==> config.mk <==
export PLATFORM = sky130hd
export DESIGN_NAME = line_rasterizer
export DESIGN_NICKNAME = d
export VERILOG_FILES = /design/src/rtl/core/lras_pkg.sv /design/src/rtl/core/lras_dp.sv /design/src/rtl/core/lras_ctrl.sv /design/src/rtl/core/line_rasterizer.sv
export SDC_FILE = /design/constraint.sdc
export NUM_CORES = 1
export LEC_CHECK = 0
export ABC_AREA = 1
export ABC_CLOCK_PERIOD_IN_PS = 7900
export BUFFER_PORTS_ARGS = -buffer_cell sky130_fd_sc_hd__buf_4
export CORE_MARGIN = 5
export CORE_UTILIZATION = 50
export CTS_CLUSTER_DIAMETER = 60
export DETAILED_ROUTE_END_ITERATION = 10
export PLACE_DENSITY = 0.75
export SYNTH_ARGS = -nofsm -noshare
export SYNTH_HDL_FRONTEND = slang
export SYNTH_HIERARCHICAL = 1
export SYNTH_SLANG_ARGS = --single-unit
==> constraint.sdc <==
create_clock -name clock -period 7.9 [get_ports clock]
set_input_delay 1.58 -clock clock [delete_from_list [all_inputs] [get_ports clock]]
set_output_delay 1.58 -clock clock [all_outputs]
set_load 0.02 [all_outputs]
==> src/rtl/core/lras_pkg.sv <==
// Shared types and constants for the line rasterizer.
// Holds the port field widths and the command and status words between
// the controller and the datapath. No dependencies.
`default_nettype none

package lras_pkg;

   // Widths of the fields as they appear on the stream words.
   localparam int FIELD_BITS = 6;
   localparam int COLOR_BITS = 32;

   // Request word: x_begin, y_begin, x_finish, y_finish, color.
   localparam int REQ_DATA_BITS = 56;
   // Response word: pixel_x, pixel_y, pixel_color, padded to whole bytes.
   localparam int RSP_DATA_BITS = 48;

   // Commands from the controller to the datapath.
   typedef struct packed {
      logic capture;   // latch the endpoints and color of an accepted word
      logic setup;     // choose the axes and load the stepping state
      logic step;      // current pixel was taken, advance to the next one
   } cmd_type;

   // Status from the datapath to the controller.
   typedef struct packed {
      logic last;      // current pixel is the final one of the segment
   } status_type;

endpackage

`default_nettype wire

==> src/rtl/core/lras_dp.sv <==
// Datapath of the line rasterizer: endpoint capture, axis setup and the
// integer error-term stepper. Depends on lras_pkg.
`default_nettype none

module lras_dp #(
   parameter int COORD_BITS = 6
) (
   input  wire                                  clock,
   input  wire  lras_pkg::cmd_type              cmd,
   output lras_pkg::status_type                 status,
   input  wire  [lras_pkg::FIELD_BITS-1:0]      x_begin,
   input  wire  [lras_pkg::FIELD_BITS-1:0]      y_begin,
   input  wire  [lras_pkg::FIELD_BITS-1:0]      x_finish,
   input  wire  [lras_pkg::FIELD_BITS-1:0]      y_finish,
   input  wire  [lras_pkg::COLOR_BITS-1:0]      color,
   output logic [lras_pkg::FIELD_BITS-1:0]      pixel_x,
   output logic [lras_pkg::FIELD_BITS-1:0]      pixel_y,
   output logic [lras_pkg::COLOR_BITS-1:0]      pixel_color
);

   localparam int FB = lras_pkg::FIELD_BITS;
   localparam int CB = COORD_BITS;
   localparam int EB = COORD_BITS + 2;   // error term holds values below 4*span
   localparam int LB = COORD_BITS + 1;   // pixel count reaches 2**COORD_BITS

   // Captured segment.
   logic [CB-1:0] x0_ff, y0_ff, x1_ff, y1_ff;
   logic [lras_pkg::COLOR_BITS-1:0] color_ff;

   // Stepping state.
   logic [CB-1:0] major_ff, major_in;
   logic [CB-1:0] minor_ff, minor_in;
   logic [EB-1:0] err_ff, err_in;
   logic [CB-1:0] span_ff, span_in;
   logic [CB-1:0] mspan_ff, mspan_in;
   logic [LB-1:0] left_ff, left_in;
   logic          xmaj_ff, xmaj_in;
   logic          down_ff, down_in;

   // Setup logic.
   logic [CB-1:0] dx, dy;
   logic [CB-1:0] a0, a1, b0, b1;
   logic [CB-1:0] maj0, maj1, min0, min1;
   logic          x_major;

   // Stepper logic.
   logic [EB-1:0] two_span, two_mspan, err_sum;

   always_comb begin
      dx = (x0_ff > x1_ff) ? (x0_ff - x1_ff) : (x1_ff - x0_ff);
      dy = (y0_ff > y1_ff) ? (y0_ff - y1_ff) : (y1_ff - y0_ff);
      x_major = (dx != '0) && (dx >= dy);
      if (x_major) begin
         a0 = x0_ff; a1 = x1_ff; b0 = y0_ff; b1 = y1_ff;
      end else begin
         a0 = y0_ff; a1 = y1_ff; b0 = x0_ff; b1 = x1_ff;
      end
      // Walk from the endpoint with the smaller major coordinate.
      if (a0 > a1) begin
         maj0 = a1; maj1 = a0; min0 = b1; min1 = b0;
      end else begin
         maj0 = a0; maj1 = a1; min0 = b0; min1 = b1;
      end
   end

   always_comb begin
      two_span  = {1'b0, span_ff, 1'b0};
      two_mspan = {1'b0, mspan_ff, 1'b0};
      err_sum   = err_ff + two_mspan;

      major_in = major_ff;
      minor_in = minor_ff;
      err_in   = err_ff;
      span_in  = span_ff;
      mspan_in = mspan_ff;
      left_in  = left_ff;
      xmaj_in  = xmaj_ff;
      down_in  = down_ff;

      if (cmd.setup) begin
         xmaj_in  = x_major;
         major_in = maj0;
         minor_in = min0;
         span_in  = maj1 - maj0;
         mspan_in = (min0 > min1) ? (min0 - min1) : (min1 - min0);
         down_in  = (min1 < min0);
         // The error term starts at span, which stands for one half.
         err_in   = EB'(maj1 - maj0);
         left_in  = LB'(maj1 - maj0) + LB'(1);
      end else if (cmd.step) begin
         left_in  = left_ff - LB'(1);
         major_in = major_ff + CB'(1);
         if (!down_ff) begin
            if (err_sum >= two_span) begin
               err_in   = err_sum - two_span;
               minor_in = minor_ff + CB'(1);
            end else begin
               err_in   = err_sum;
            end
         end else begin
            if (err_ff < two_mspan) begin
               err_in   = err_ff + two_span - two_mspan;
               minor_in = minor_ff - CB'(1);
            end else begin
               err_in   = err_ff - two_mspan;
            end
         end
      end
   end

   always_ff @(posedge clock) begin
      if (cmd.capture) begin
         x0_ff    <= x_begin[CB-1:0];
         y0_ff    <= y_begin[CB-1:0];
         x1_ff    <= x_finish[CB-1:0];
         y1_ff    <= y_finish[CB-1:0];
         color_ff <= color;
      end
      major_ff <= major_in;
      minor_ff <= minor_in;
      err_ff   <= err_in;
      span_ff  <= span_in;
      mspan_ff <= mspan_in;
      left_ff  <= left_in;
      xmaj_ff  <= xmaj_in;
      down_ff  <= down_in;
   end

   always_comb begin
      pixel_x     = FB'(xmaj_ff ? major_ff : minor_ff);
      pixel_y     = FB'(xmaj_ff ? minor_ff : major_ff);
      pixel_color = color_ff;
      status.last = (left_ff == LB'(1));
   end

endmodule

`default_nettype wire

==> src/rtl/core/lras_ctrl.sv <==
// Controller of the line rasterizer: sequences capture, setup and pixel
// emission and owns the stream handshakes. Depends on lras_pkg.
`default_nettype none

module lras_ctrl (
   input  wire                   clock,
   input  wire                   reset,
   input  wire                   req_tvalid,
   output logic                  req_tready,
   output logic                  rsp_tvalid,
   input  wire                   rsp_tready,
   input  wire  lras_pkg::status_type status,
   output lras_pkg::cmd_type     cmd
);

   typedef enum logic [1:0] {
      ST_IDLE,
      ST_SETUP,
      ST_RUN
   } state_type;

   state_type state_ff;
   logic      ready_ff;
   logic      valid_ff;

   always_comb begin
      req_tready  = ready_ff;
      rsp_tvalid  = valid_ff;
      cmd.capture = req_tvalid && ready_ff;
      cmd.setup   = (state_ff == ST_SETUP);
      cmd.step    = valid_ff && rsp_tready;
   end

   always_ff @(posedge clock) begin
      if (reset) begin
         state_ff <= ST_IDLE;
         ready_ff <= 1'b0;
         valid_ff <= 1'b0;
      end else begin
         unique case (state_ff)
            ST_IDLE: begin
               if (req_tvalid && ready_ff) begin
                  state_ff <= ST_SETUP;
                  ready_ff <= 1'b0;
               end else begin
                  ready_ff <= 1'b1;
               end
            end
            ST_SETUP: begin
               state_ff <= ST_RUN;
               valid_ff <= 1'b1;
            end
            ST_RUN: begin
               if (rsp_tready && status.last) begin
                  state_ff <= ST_IDLE;
                  valid_ff <= 1'b0;
                  ready_ff <= 1'b1;
               end
            end
            default: begin
               state_ff <= ST_IDLE;
               ready_ff <= 1'b0;
               valid_ff <= 1'b0;
            end
         endcase
      end
   end

endmodule

`default_nettype wire

==> src/rtl/core/line_rasterizer.sv <==
// Top level of the line rasterizer: stream ports, controller and datapath.
// Depends on lras_pkg, lras_ctrl and lras_dp.
//
// Usage: each request word carries one segment (two endpoints and a color).
// The block answers with one response word per pixel of the segment, in
// ascending order along the axis with the larger span (x on a tie), and raises rsp_tlast
// on the final pixel. The minor coordinate is rounded half up with an exact
// integer error term, so no fractional arithmetic is involved.
//
// Timing: a request word is taken, the next cycle sets up the axes, and then
// one pixel leaves per cycle while rsp_tready is high. One segment is worked
// on at a time; req_tready stays low until the last pixel has been taken.
//
// Reset is synchronous and active high. It returns the controller to idle
// and drops both valid and ready; ready rises in the cycle after reset ends.
// When the receiver stalls, the current pixel is held steady on the
// response port and the stepper waits.
`default_nettype none

module line_rasterizer #(
   parameter int COORD_BITS = 6
) (
   input  wire                                 clock,
   input  wire                                 reset,
   // Fields from bit 0 up: x_begin[5:0], y_begin[11:6], x_finish[17:12],
   // y_finish[23:18], color[55:24].
   input  wire  [lras_pkg::REQ_DATA_BITS-1:0]  req_tdata,
   input  wire                                 req_tvalid,
   output logic                                req_tready,
   // Fields from bit 0 up: pixel_x[5:0], pixel_y[11:6], pixel_color[43:12],
   // zero padding[47:44].
   output logic [lras_pkg::RSP_DATA_BITS-1:0]  rsp_tdata,
   output logic                                rsp_tlast,
   output logic                                rsp_tvalid,
   input  wire                                 rsp_tready
);

   localparam int FB = lras_pkg::FIELD_BITS;
   localparam int KB = lras_pkg::COLOR_BITS;
   localparam int PAD_BITS = lras_pkg::RSP_DATA_BITS - 2 * FB - KB;

   lras_pkg::cmd_type    cmd;
   lras_pkg::status_type status;

   logic [FB-1:0] pixel_x, pixel_y;
   logic [KB-1:0] pixel_color;

   // The controller owns both handshakes and tells the datapath when to
   // capture a segment, when to set it up and when a pixel has been taken.
   lras_ctrl u_ctrl (
      .clock      (clock),
      .reset      (reset),
      .req_tvalid (req_tvalid),
      .req_tready (req_tready),
      .rsp_tvalid (rsp_tvalid),
      .rsp_tready (rsp_tready),
      .status     (status),
      .cmd        (cmd)
   );

   // The datapath holds the segment and the current pixel in registers, so
   // the response word is stable for as long as the receiver stalls.
   lras_dp #(
      .COORD_BITS (COORD_BITS)
   ) u_dp (
      .clock       (clock),
      .cmd         (cmd),
      .status      (status),
      .x_begin     (req_tdata[FB-1:0]),
      .y_begin     (req_tdata[2*FB-1:FB]),
      .x_finish    (req_tdata[3*FB-1:2*FB]),
      .y_finish    (req_tdata[4*FB-1:3*FB]),
      .color       (req_tdata[4*FB+KB-1:4*FB]),
      .pixel_x     (pixel_x),
      .pixel_y     (pixel_y),
      .pixel_color (pixel_color)
   );

   assign rsp_tdata = {{PAD_BITS{1'b0}}, pixel_color, pixel_y, pixel_x};
   assign rsp_tlast = status.last;

endmodule

`default_nettype wire
==> impl_metrics.csv, run 1 <==
group,metric,value,unit
status,status,"finished clean",
synth,synth_cell_types,55,
timing,worst_slew_pin_slew,984,ps
layout,nets,1219,
synth,synth-main-ff-cell,"edfxtp_1",
clock_network,cts_tree,"done",
clock_network,clkTransAtPathRegs,70,ps
timing,finalSetupViolations,0,
clock_network,htreeDepth,3,
placed_design,dpl.hpwl,15.2,mm
floorplan,die_x,137,µm
critical_path,critPathMostFrequentCell,"inv_1",
critical_path,cp_data_required_time,7990,ps
detailed_routing,drt-total-wl,18.9,mm
floorplan,fp-row-count,46,
detailed_routing,routedWlPerCell,14.7,µm
critical_path,r2r_setup_slack,580,ps
critical_path,critPathTopFamily,"compound AO/OA/AOI/OAI gates",
layout,antennaDiodeCount,0,
clock_network,root_buffer,"clkbuf_16",
floorplan,pin_count,111,
placed_design,io_buffers,106,
grt,first_global_vias,6254,
detailed_routing,viasPerCell,5.05,
min_path,hold_start,"u_ctrl/state_ff[0]",
clock_network,worstSkewPairLatency,350,ps
synth,synth_cells,951,
grt,grt_overflow,0,
timing,slew_viol_final,0,
synth,syn_avg_cell_area,8.42,µm²
floorplan,fp.dieH,137,µm
floorplan,dieArea,18700,µm²
critical_path,worst_setup_path_end_kind,"register",
clock_network,cts.sinks,101,
detailed_routing,drc,0,
timing,fmax,0.137,GHz
clock_network,cts_buffers,9,
timing,clock_skew,10.2,ps
grt,antenna_found_initial,0,
layout,syn_to_final_growth,17.9,%
synth,yosysWarnings,6,
clock_network,clk_path_buf_depth,2,
synth,async_reset_ff_share,0,%
synth,synth_seq_cells,101,
layout,drive_gt1_share,17.2,%
timing,slew_headroom,34.2,%
critical_path,crit_start,"u_dp/y0_ff[0]",
critical_path,crit_type,"register to register",
clock_network,postCtsHoldBufs,0,
floorplan,coreArea,15800,µm²
layout,final_util,59.7,%
min_path,hold_class,"register to register",
timing,timing.final.crit_share,92.6,%
critical_path,cp_num_buf_inv,9,
grt,grt_pass1_wl,30.6,mm
detailed_routing,drtPass1Iterations,5,
critical_path,slowest_stage,"fa_1",
floorplan,start_util,50.6,%
synth,syn_area,8010,µm²
timing,finalHoldViolCount,0,
critical_path,start_kind,"register",
detailed_routing,vias,6479,
grt,grt_usage,20.8,%
timing,tns,0,ps
timing,fin_crit,7320,ps
placed_design,routabilityCongestion,0.940,
flow_run,cap_viol_max_count,0,
detailed_routing,drt_iter0_markers,359,
synth,yosysSeqAreaShare,37.4,%
critical_path,crit_fanout,15,
grt,grt_start_max_net_pins,57,
critical_path,r2r-start,"u_dp/y0_ff[0]",
critical_path,crit_arrival,7410,ps
synth,synth_edf_count,97,
timing,fin_hold_ws,471,ps
critical_path,slowest_delay,400,ps
detailed_routing,postRouteAntennaNets,0,
[metrics by stage]
stage               worst slack (ps)  area (µm²)  std cells
finish                           584        9450       1282
global route                   -48.1        9450       1282
CTS                             33.0        9320       1277
detailed placement             -55.8        9020       1261
global placement                 307        9020       1261
floorplan                        295        8020        954
[Yosys cell counts (3+ instances only)]
cell       count  area share, %
o31ai_1        3           0.28
edfxtp_1      97             36
inv_1        170            8.0
a21oi_1       43            2.7
xor2_1        30            3.3
o21ai_0       72            4.5
clkbuf_1      11           0.52
nand2_2        9           0.70
and2_1         3           0.23
nand3_2        3           0.37
a31oi_1        4           0.31
nand4_1       11           0.86
fa_1          18            4.5
a21o_1         3           0.28
o21bai_1       4           0.37
nor3_1         6           0.37
inv_2          5           0.23
clkinv_1       3           0.14
mux2i_1        4           0.50
nor2_1        63            3.0
nand2_4        5           0.70
o2111ai_1      3           0.33
o21ai_1        5           0.31
o21ai_2        4           0.44
nand3_1       39            2.4
buf_2          4           0.25
dfxtp_1        4            1.0
buf_4          5           0.47
xnor2_1        8           0.87
ha_1          80             12
nand2_1      193            9.0
a221oi_1       6           0.66
or2_2          3           0.23
[cell usage in the layout, fill, tap and decap left out, drive strengths merged, types with 8 or more instances in the layout]
cell type	instances
nand2	208
inv	177
buf	117
edfxtp	97
o21ai	81
ha	80
nor2	67
a21oi	44
nand3	42
xor2	31
fa	18
nand4	13
clkbuf	12
xnor2	8
[per-layer routing]
layer  vias up  routed length (µm)  GRT usage, %
li1       3332                   -             -
met1      2930                8640          28.5
met2       193                8540          32.9
met3        24                1490          5.74
met4         0                 234          4.87
met5         -                   0             0
[cells by family after synthesis]
kind of cell,share of synthesized area (%)
and+or+nand+nor,19.4
buffers and inverters,9.93
AOI/OAI and AO/OA,11.1
DFF,37.4
adders and majority gates,17.0
xor gates and xnor gates,4.36
muxes,0.781
other,0.0468
[repair_timing]
item                       in CTS  in global routing
resized for setup               1                 27
pin swaps                       0                  5
setup endpoints to repair       1                  6
gates cloned                    0                  1
buffers inserted                0                  4
[worst paths after layout]
kind	end	cells past startpoint
max	u_dp/mspan_ff[5]	41
min	u_ctrl/state_ff[0]	1
max reg2reg	u_dp/mspan_ff[5]	41
min reg2reg	u_ctrl/state_ff[0]	1
[cell type report]
cell class                 count  area, µm²
clock inverter                 4       55.1
inverter                     179        674
sequential                   101       2990
multi-input combinational    653       4330
fill                        1355       6380
tap                          216        270
timing repair buffer         117        882
clock buffer                  12        246
[worst register-to-register path: cells and delay by family (launching register included)]
kind | cells | cell delay, ps
AO/OA/AOI/OAI | 11 | 2110
AND/OR/NAND/NOR | 13 | 1710
adder cells (fa/ha/maj) | 5 | 1560
buffers and inverters | 9 | 810
flip-flops | 1 | 390
XOR/XNOR | 2 | 240
multiplexers | 1 | 240
[registers in the layout, summed over array words and instances (netlist names), 2 cells and up]
signal / flops
u_dp/pixel_color: 32
u_ctrl/state_ff: 2
u_dp/left_ff: 7
u_dp/x0_ff: 6
u_dp/major_ff: 6
u_dp/span_ff: 6
u_dp/minor_ff: 6
u_dp/x1_ff: 6
u_dp/y0_ff: 6
u_dp/mspan_ff: 6
u_dp/y1_ff: 6
u_dp/err_ff: 8
Power of run 1 is not shown: default switching activity piles up to over one toggle a cycle in this logic, so the estimate is an artifact.
==> inputs of run 2 (changes only) <==
--- a/config.mk
+++ b/config.mk
@@ -6,13 +6,13 @@
 export NUM_CORES = 1
 export LEC_CHECK = 0
 export ABC_AREA = 1
-export ABC_CLOCK_PERIOD_IN_PS = 7900
+export ABC_CLOCK_PERIOD_IN_PS = 8100
 export BUFFER_PORTS_ARGS = -buffer_cell sky130_fd_sc_hd__buf_4
 export CORE_MARGIN = 5
 export CORE_UTILIZATION = 50
 export CTS_CLUSTER_DIAMETER = 60
 export DETAILED_ROUTE_END_ITERATION = 10
-export PLACE_DENSITY = 0.75
+export PLACE_DENSITY = 0.72
 export SYNTH_ARGS = -nofsm -noshare
 export SYNTH_HDL_FRONTEND = slang
 export SYNTH_HIERARCHICAL = 1
==> constraint.sdc (replaced) <==
create_clock -name clock -period 8.1 [get_ports clock]
set_input_delay 1.62 -clock clock [delete_from_list [all_inputs] [get_ports clock]]
set_output_delay 1.62 -clock clock [all_outputs]
set_load 0.02 [all_outputs]
==> impl_metrics.csv, run 2 (synthesized netlist as in run 1, its figures left out) <==
group,metric,value,unit
status,status,"finished clean",
grt,grt_usage,20.6,%
grt,grt_overflow,0,
detailed_routing,drc,0,
critical_path,slowest_stage,"edfxtp_1",
detailed_routing,drt_iter0_markers,355,
timing,fmax,0.132,GHz
layout,finalNonFillerCells,1279,
clock_network,cts_tree,"done",
floorplan,dieArea,18700,µm²
layout,antennaDiodeCount,0,
grt,first_global_vias,6279,
layout,mostFrequentLayoutCells,"nand2_1, inv_1, buf_4",
critical_path,rr_worst_depth,39,
detailed_routing,routedWlPerCell,14.7,µm
critical_path,r2r_setup_slack,550,ps
critical_path,crit_arrival,7640,ps
detailed_routing,drtPass1Iterations,5,
grt,antenna_found_initial,0,
timing,slew_headroom,37.3,%
critical_path,start_kind,"register",
critical_path,worst_setup_path_end_kind,"register",
floorplan,fp.dieH,137,µm
critical_path,slowest_delay,400,ps
critical_path,cp_data_required_time,8190,ps
critical_path,crit_fanout,23,
timing,timing.final.crit_share,93.2,%
placed_design,dp_cells,1259,
layout,nets,1216,
detailed_routing,viasPerCell,5.10,
detailed_routing,drt-total-wl,18.8,mm
detailed_routing,postRouteAntennaNets,0,
min_path,hold_start,"u_ctrl/state_ff[0]",
flow_run,cap_viol_max_count,0,
clock_network,cts.sinks,101,
critical_path,crit_type,"register to register",
timing,fin_crit,7550,ps
clock_network,worstSkewPairLatency,350,ps
timing,finalSetupViolations,0,
min_path,holdPathStages,1,
floorplan,fp-row-count,46,
clock_network,clk_path_buf_depth,2,
min_path,hold_class,"register to register",
detailed_routing,vias,6525,
grt,grt_start_max_net_pins,57,
critical_path,crit_start,"u_dp/y0_ff[0]",
clock_network,htreeDepth,3,
layout,final_area,9400,µm²
timing,worst_slew_pin_slew,938,ps
layout,final_common_cell,"nand2_1",
placed_design,io_buffers,106,
timing,slew_viol_final,0,
clock_network,cts_buffers,9,
placed_design,dpl.hpwl,15.3,mm
layout,drive_gt1_share,16.9,%
clock_network,postCtsHoldBufs,0,
floorplan,start_util,50.6,%
timing,clock_skew,8.71,ps
layout,largest_register_ffs,32,
placed_design,routabilityCongestion,0.964,
grt,grt_pass1_wl,30.3,mm
layout,syn_to_final_growth,17.3,%
clock_network,clkTransAtPathRegs,70,ps
clock_network,root_buffer,"clkbuf_16",
placed_design,placed_area,9000,µm²
critical_path,r2r-start,"u_dp/y0_ff[0]",
floorplan,die_x,137,µm
floorplan,coreArea,15800,µm²
floorplan,pin_count,111,
timing,finalHoldViolCount,0,
-- run 2: cell types whose count changed in the layout (fill, tap and decap cells not counted), moves of 2 or more --
cell / before / now
o21ai_1: 15 / 11
buf_4: 116 / 113
o21ai_0: 60 / 63
clkbuf_1: 2 / 0
-- run 2: path summary, 6_finish.rpt --
path	to
worst max-delay path	u_dp/mspan_ff[5]
worst min-delay path	u_ctrl/state_ff[0]
worst max register to register	u_dp/mspan_ff[5]
worst min register to register	u_ctrl/state_ff[0]
-- run 2: layout make-up --
class                      count  area, µm²
timing repair buffer         114        860
tap                          216        270
fill                        1426       6430
clock buffer                   9        225
clock inverter                 7       57.6
inverter                     179        674
multi-input combinational    653       4320
sequential                   101       2990
-- run 2: routing by layer --
| metal | part of all wire, % | GRT usage (%) | vias to the layer above |
|---|---|---|---|
| li1 | - | - | 3326 |
| met1 | 45 | 26.6 | 2972 |
| met2 | 47 | 34.6 | 212 |
| met3 | 7.2 | 5.29 | 15 |
| met4 | 1.2 | 5.43 | 0 |
| met5 | 0 | 0 | - |
-- run 2: critical path: cells and delay by family, from the launching register on --
kind / cells / cell delay, ps
AND/OR/NAND/NOR: 10 / 1210
flip-flops: 1 / 400
multiplexers: 1 / 270
buffers and inverters: 6 / 660
adder cells (fa/ha/maj): 5 / 1620
AO/OA/AOI/OAI: 15 / 2820
XOR/XNOR: 2 / 260
-- run 2: timing repair --
item,4_1_cts,5_1_grt
setup endpoints to repair,0,5
endpoints found under the hold margin,0,0
setup buffers,0,3
gates resized for setup,0,22
-- run 2: stage by stage --
| step | utilization [%] | hold WS, ps | setup TNS (ps) | setup slack, ps |
|---|---|---|---|---|
| 3_5_place_dp | 56.9 | 463 | 0 | 131 |
| 5_1_grt | 59.4 | 497 | -52.1 | -52.1 |
| 3_3_place_gp | 56.9 | 455 | 0 | 416 |
| 6_report | 59.4 | 471 | 0 | 550 |
| 2_1_floorplan | - | 440 | 0 | 495 |
| 4_1_cts | 58.7 | 474 | 0 | 87.4 |
Power of run 2 is left out for the same reason.
